==> config.mk <==
export PLATFORM = sky130hd
export DESIGN_NAME = rllh_ctrl
export DESIGN_NICKNAME = d
export VERILOG_FILES = /design/src/rtl/rllh_pkg.sv /design/src/rtl/rllh_ctrl.sv
export SDC_FILE = /design/constraint.sdc
export NUM_CORES = 1
export LEC_CHECK = 0
export ABC_AREA = 0
export BUFFER_PORTS_ARGS = -buffer_cell sky130_fd_sc_hd__buf_4
export CORE_AREA = 2 2 39 41
export CTS_CLUSTER_DIAMETER = 60
export CTS_CLUSTER_SIZE = 28
export DETAILED_ROUTE_END_ITERATION = 6
export DIE_AREA = 0 0 41 43
export GPL_TIMING_DRIVEN = 0
export PLACE_DENSITY_LB_ADDON = 0.12
export SYNTH_ARGS = -nofsm -noshare
export SYNTH_HDL_FRONTEND = slang
export SYNTH_SLANG_ARGS = --single-unit
==> constraint.sdc <==
create_clock -name clk -period 2.6 [get_ports clk]
set_input_delay 0.39 -clock clk [delete_from_list [all_inputs] [get_ports clk]]
set_output_delay 0.39 -clock clk [all_outputs]
set_load 0.05 [all_outputs]
==> src/rtl/rllh_pkg.sv <==
`timescale 1ns / 1ps
// ----------------------------------------------------------------------------
// rllh_pkg
// Shared codes, widths and the command and status bundles between the
// controller and the datapath of the request latency histogram.
// ----------------------------------------------------------------------------
`default_nettype none

package rllh_pkg;

  localparam logic [1:0] FUNC_ISSUE    = 2'd0;
  localparam logic [1:0] FUNC_COMPLETE = 2'd1;

  localparam logic [1:0] ST_ISSUED   = 2'd0;
  localparam logic [1:0] ST_RECORDED = 2'd1;
  localparam logic [1:0] ST_IGNORED  = 2'd2;
  localparam logic [1:0] ST_READ     = 2'd3;

  localparam int TIME_W    = 64;
  localparam int TAG_IN_W  = 8;
  localparam int TAG_MAX_W = 16;
  localparam int RB_W      = 5;
  localparam int BKT_OUT_W = 5;
  localparam int BKT_EXT_W = 7;
  localparam int US_DIV    = 1000;

  typedef struct packed {
    logic       clr;
    logic       load;
    logic       rd;
    logic       wr_issue;
    logic       calc_diff;
    logic       calc_msb;
    logic       calc_bin;
    logic       wr_inc;
    logic       emit;
    logic [1:0] emit_status;
  } rllh_cmd_t;

  typedef struct packed {
    logic       clr_done;
    logic       out_free;
    logic       tag_hit;
    logic [1:0] func;
  } rllh_sts_t;

endpackage

`default_nettype wire

==> src/rtl/rllh_ctrl.sv <==
`timescale 1ns / 1ps
// ----------------------------------------------------------------------------
// rllh_ctrl
// Controller: sequences the clearing sweep and each beat through table
// lookup, latency binning, counter update and result hand-off.
// ----------------------------------------------------------------------------
`default_nettype none

module rllh_ctrl (
  input  wire logic                clk,
  input  wire logic                rst_n,
  input  wire logic                in_tvalid,
  output logic                     in_tready,
  input  wire rllh_pkg::rllh_sts_t sts,
  output rllh_pkg::rllh_cmd_t      cmd
);

  typedef enum logic [2:0] {
    S_SWEEP,
    S_IDLE,
    S_RD,
    S_LOOK,
    S_MSB,
    S_BIN,
    S_INC
  } state_t;

  state_t state_r;
  state_t state_nxt;

  always_ff @(posedge clk) begin
    if (!rst_n) begin
      state_r <= S_SWEEP;
    end else begin
      state_r <= state_nxt;
    end
  end

  assign in_tready = (state_r == S_IDLE);

  always_comb begin
    cmd       = '0;
    state_nxt = state_r;
    unique case (state_r)
      S_SWEEP: begin
        cmd.clr = 1'b1;
        if (sts.clr_done) begin
          state_nxt = S_IDLE;
        end
      end
      S_IDLE: begin
        if (in_tvalid) begin
          cmd.load  = 1'b1;
          state_nxt = S_RD;
        end
      end
      S_RD: begin
        cmd.rd    = 1'b1;
        state_nxt = S_LOOK;
      end
      S_LOOK: begin
        priority if (sts.func == rllh_pkg::FUNC_ISSUE) begin
          if (sts.out_free) begin
            cmd.wr_issue    = 1'b1;
            cmd.emit        = 1'b1;
            cmd.emit_status = rllh_pkg::ST_ISSUED;
            state_nxt       = S_IDLE;
          end
        end else if (sts.func == rllh_pkg::FUNC_COMPLETE) begin
          if (sts.tag_hit) begin
            cmd.calc_diff = 1'b1;
            state_nxt     = S_MSB;
          end else if (sts.out_free) begin
            cmd.emit        = 1'b1;
            cmd.emit_status = rllh_pkg::ST_IGNORED;
            state_nxt       = S_IDLE;
          end
        end else begin
          if (sts.out_free) begin
            cmd.emit        = 1'b1;
            cmd.emit_status = rllh_pkg::ST_READ;
            state_nxt       = S_IDLE;
          end
        end
      end
      S_MSB: begin
        cmd.calc_msb = 1'b1;
        state_nxt    = S_BIN;
      end
      S_BIN: begin
        cmd.calc_bin = 1'b1;
        state_nxt    = S_INC;
      end
      S_INC: begin
        if (sts.out_free) begin
          cmd.wr_inc      = 1'b1;
          cmd.emit        = 1'b1;
          cmd.emit_status = rllh_pkg::ST_RECORDED;
          state_nxt       = S_IDLE;
        end
      end
      default: begin
        state_nxt = S_IDLE;
      end
    endcase
  end

endmodule

`default_nettype wire

# Word level (Yosys, flattened, before mapping)
# Index checks and enable logic that the tools add are counted.
dict set report totals {
  regBits 3
  latchBits 0
  mem_bits_rw 0
  mem_bits_ro 0
  input_bits 8
  out_inout_bits 12
  wordCells 41
  memories 0
}
dict set report classes {
  add_sub_neg 0
  n_mul 0
  div_mod_pow 0
  n_lt_le_gt_ge 0
  eq_ne 9
  n_shift 0
  n_mux 28
  bitwise_logic 0
  reduce_logical 3
}
# operator count
set ops {}
lappend ops {{2-to-1 mux 3 bit} 12}
lappend ops {{one-hot mux 3 bit (7 select lines)} 1}
lappend ops {{2-to-1 mux 1 bit} 12}
lappend ops {{equality test 3 bit, second input constant} 3}
lappend ops {{equality test 3 x 2 -> 1 bit, second input constant} 2}
lappend ops {{one-hot mux 3 bit (2 select lines)} 1}
lappend ops {{2-to-1 mux 4 bit} 1}
lappend ops {{!= test 2 bit, second input constant} 2}
lappend ops {{equality test 3 x 1 -> 1 bit, second input constant} 1}
lappend ops {{logical NOT 3 bit} 1}
lappend ops {{equality test 2 x 1 -> 1 bit, second input constant} 1}
lappend ops {{logical NOT 2 bit} 1}
lappend ops {{2-to-1 mux 2 bit} 1}
lappend ops {{AND reduction 2 bit} 1}

# Longest topological paths before layout
dict set report depth {
  word_depth 5
  ltp_mapped 5
  mapped_depth_nobuf 4
}

# Least setup slack after synthesis
# OpenSTA, ideal clock, no wires.
dict set report synth_path {
  path_kind {register to output}
  start {register state_r[1]}
  end {output port cmd[7] (netlist name)}
  arrival_ns 2.169
  required_ns 2.210
  path_slack_ns 0.041
  stages_incl_launch_ff 4
  n_path_buf 1
  cell_sequence {dfxtp_1 > buf_4 > nand2_1 > nor4_1}
}
# item line
set synth_lines {}
lappend synth_lines {{start: declaration} rllh_ctrl.sv:28} ;# state_t state_r;
lappend synth_lines {{start signal: assignment} rllh_ctrl.sv:35} ;# state_r <= state_nxt;
lappend synth_lines {{end: declaration} rllh_ctrl.sv:15} ;# output rllh_pkg::rllh_cmd_t cmd

==> qor.csv <==
stage,metric,value,unit
outcome,status,completed,
placement,gp_congestion,0.738,
synthesis,netlist_instances,46,
floorplanning,pin_count,20,
floorplanning,rows,14,
timing,rsz0062_at_grt,no,
timing,fin_tns_setup,0,ns
timing,fin_skew,0.00330,ns
cts,cts_max_path_buffers,2,
timing,hold_viol,0,
synthesis,synth_edf_count,0,
synthesis,synth_top_area_share,20.0,%
synthesis,synth_ff_type,dfxtp_1,
cts,clkTransAtPathRegs,0.04,ns
cts,clk-insertion-delay-late,0.23,ns
cts,clock_sinks,3,
finish,area_delta_synth_final,62.9,%
global_routing,grt_max_degree,11,
cts,htree_levels,1,
worst_setup_path,crit_required,2.21,ns
power_and_ir_drop,ir_worst_vdd,0.000275,V
synthesis,yosysTopAreaCell,dfxtp_1,
placement,io_buffers,19,
finish,finalNonFillerCells,85,
timing,relSlewSlack,80.8,%
timing,holdWs,0.421,ns
cts,cts-root-buf,clkbuf_4,
timing,setup_viol,0,
routing,drc,0,
synthesis,yosysMostFrequentCell,nand2_1,
synthesis,syn-mean-instance-area,6.53,um^2
finish,regMostFlops,state_r,
routing,routed_via_density,4.74,
synthesis,ys_seq_area_share,20.0,%
timing,max_freq,536,MHz
cts,cts_resized,0,
routing,wl_per_cell,10.2,um
power_and_ir_drop,leakagePower,0.219,nW
synthesis,netlist-cell-type-count,22,
worst_setup_path,end_kind,output pin,
timing,max_slew.worst_pin.slew,0.284,ns
finish,drive_gt1_share,37.7,%
finish,largest_reg_flops,3,
synthesis,syn_area,300,um^2
power_and_ir_drop,powerDensity,380,nW/um^2
routing,wirelength,868,um
job,max_cap_viol_count,0,
global_routing,grt-ovfl-total,0,
finish,n_antenna_cell,0,
synthesis,ys_warn_count,0,
timing,period_minus_slack,1.87,ns
cts,cts_hold_buffers,0,
worst_setup_path,cp.arrival,1.48,ns
timing,period_share,71.8,%
synthesis,ys_ff_latch,3,
global_routing,grt_pass1_vias,315,
routing,num_vias,403,
cts,postCtsSetupBuffers,0,
finish,reg_top3,state_r (3),
global_routing,antenna_found_initial,0,
worst_setup_path,crit_fanout,10,
synthesis,synthArstFlopShare,0,%
routing,drt-initial-drc-count,1,
routing,drt-pass1-iter-count,2,
worst_setup_path,crit_type,reg -> out,
cts,cts_made_buffers,3,
global_routing,grt_pass1_wl,1280,um
synthesis,synth_commonest_cells,"8 x nand2_1, 7 x nor2_1, 5 x a21oi_1, 3 x dfxtp_1",
floorplanning,core,1380,um^2
worst_setup_path,startpoint_type,register,
floorplanning,start_util,21.7,%
synthesis,syn_nets,54,
finish,final_nets,78,
placement,post-dp-hpwl,668,um
synthesis,synth_area_leaders,"dfxtp_1 20%, nand2_1 10%, nor2_1 8.8%, a21oi_1 8.3%, a311oi_2 5.0%",
min_path,hold_path_class,in -> reg,
floorplanning,die_h,43,um
cts,cts_tree,done,
floorplanning,dieArea,1760,um^2
timing,maxSlewViolCount,0,
placement,dp_cells,81,
global_routing,globalRouteTotalUtil,10.8,%
routing,postRouteAntennaNets,0,
floorplanning,die_w,41,um
## routing by layer
metal	GRT usage, %	part of all wire (%)	vias to the layer above
met1	13.8	47	171
met5	0	0	-
met3	6.28	12	0
met2	14.7	41	20
li1	-	-	212
met4	4.00	0	0
## final cells by class
| class | instances | area, um^2 |
|---|---|---|
| repair buffers | 19 | 143 |
| well taps | 16 | 20.0 |
| multi-input cells | 39 | 216 |
| clock buffers | 4 | 26.3 |
| flip-flops and latches | 3 | 60.1 |
| inverters | 1 | 3.75 |
| plain buffers | 3 | 20.0 |
| fillers | 153 | 895 |
## worst paths after layout
kind | startpoint | endpoint | slack [ns] | cells past startpoint
worst min register to register | state_r[0]$_SDFFE_PN0P_ | state_r[1]$_SDFFE_PN0P_ | 0.66 | 2
worst max-delay path | state_r[1]$_SDFFE_PN0P_ | cmd[7] | 0.73 | 4
worst max register to register | state_r[0]$_SDFFE_PN0P_ | state_r[0]$_SDFFE_PN0P_ | 1.43 | 4
worst min-delay path | rst_n | state_r[0]$_SDFFE_PN0P_ | 0.42 | 3
## placed cells by master (no fill, tap or decap), drive strengths merged, types with 2 or more instances in the layout
cell / n
nor3: 2
nand2: 8
dfxtp: 3
buf: 22
nor2: 7
o21ai: 2
clkbuf: 4
nand2b: 2
nand3b: 2
a21oi: 5
## metrics by stage
step                      worst slack (ns)  instance area, um^2  total power [mW]  utilization, %
after detailed placement             0.970                  463             0.107            33.5
after CTS                            0.724                  489             0.190            35.4
final                                0.734                  489             0.186            35.4
after floorplan                     0.0409                  300            0.0860               -
after global routing                 0.641                  489             0.201            35.4
after global placement               0.945                  463             0.107            33.5
## power by group
part,switching (mW),internal [mW],total [mW],leakage (nW)
Combinational,0.0344,0.0221,0.0565,0.180
Sequential,0.00144,0.0481,0.0495,0.0245
Clock,0.0224,0.0574,0.0798,0.0150
## worst max-delay path: stages (launching register included)
cell	delay [ns]
dfxtp_1	0.42
buf_4	0.21
nand2_1	0.13
nor4_1	0.25
buf_4	0.24
## logic make-up (layout without fill, tap and decap cells)
| family | count (synthesis) | count (layout) | synth area share, % |
|---|---|---|---|
| and+or+nand+nor | 27 | 27 | 45.0 |
| buffers and inverters | 4 | 27 | 7.91 |
| DFF | 3 | 3 | 20.0 |
| AOI/OAI and AO/OA | 12 | 12 | 27.1 |
No activity file was read; power rests on OpenSTA's default activity.
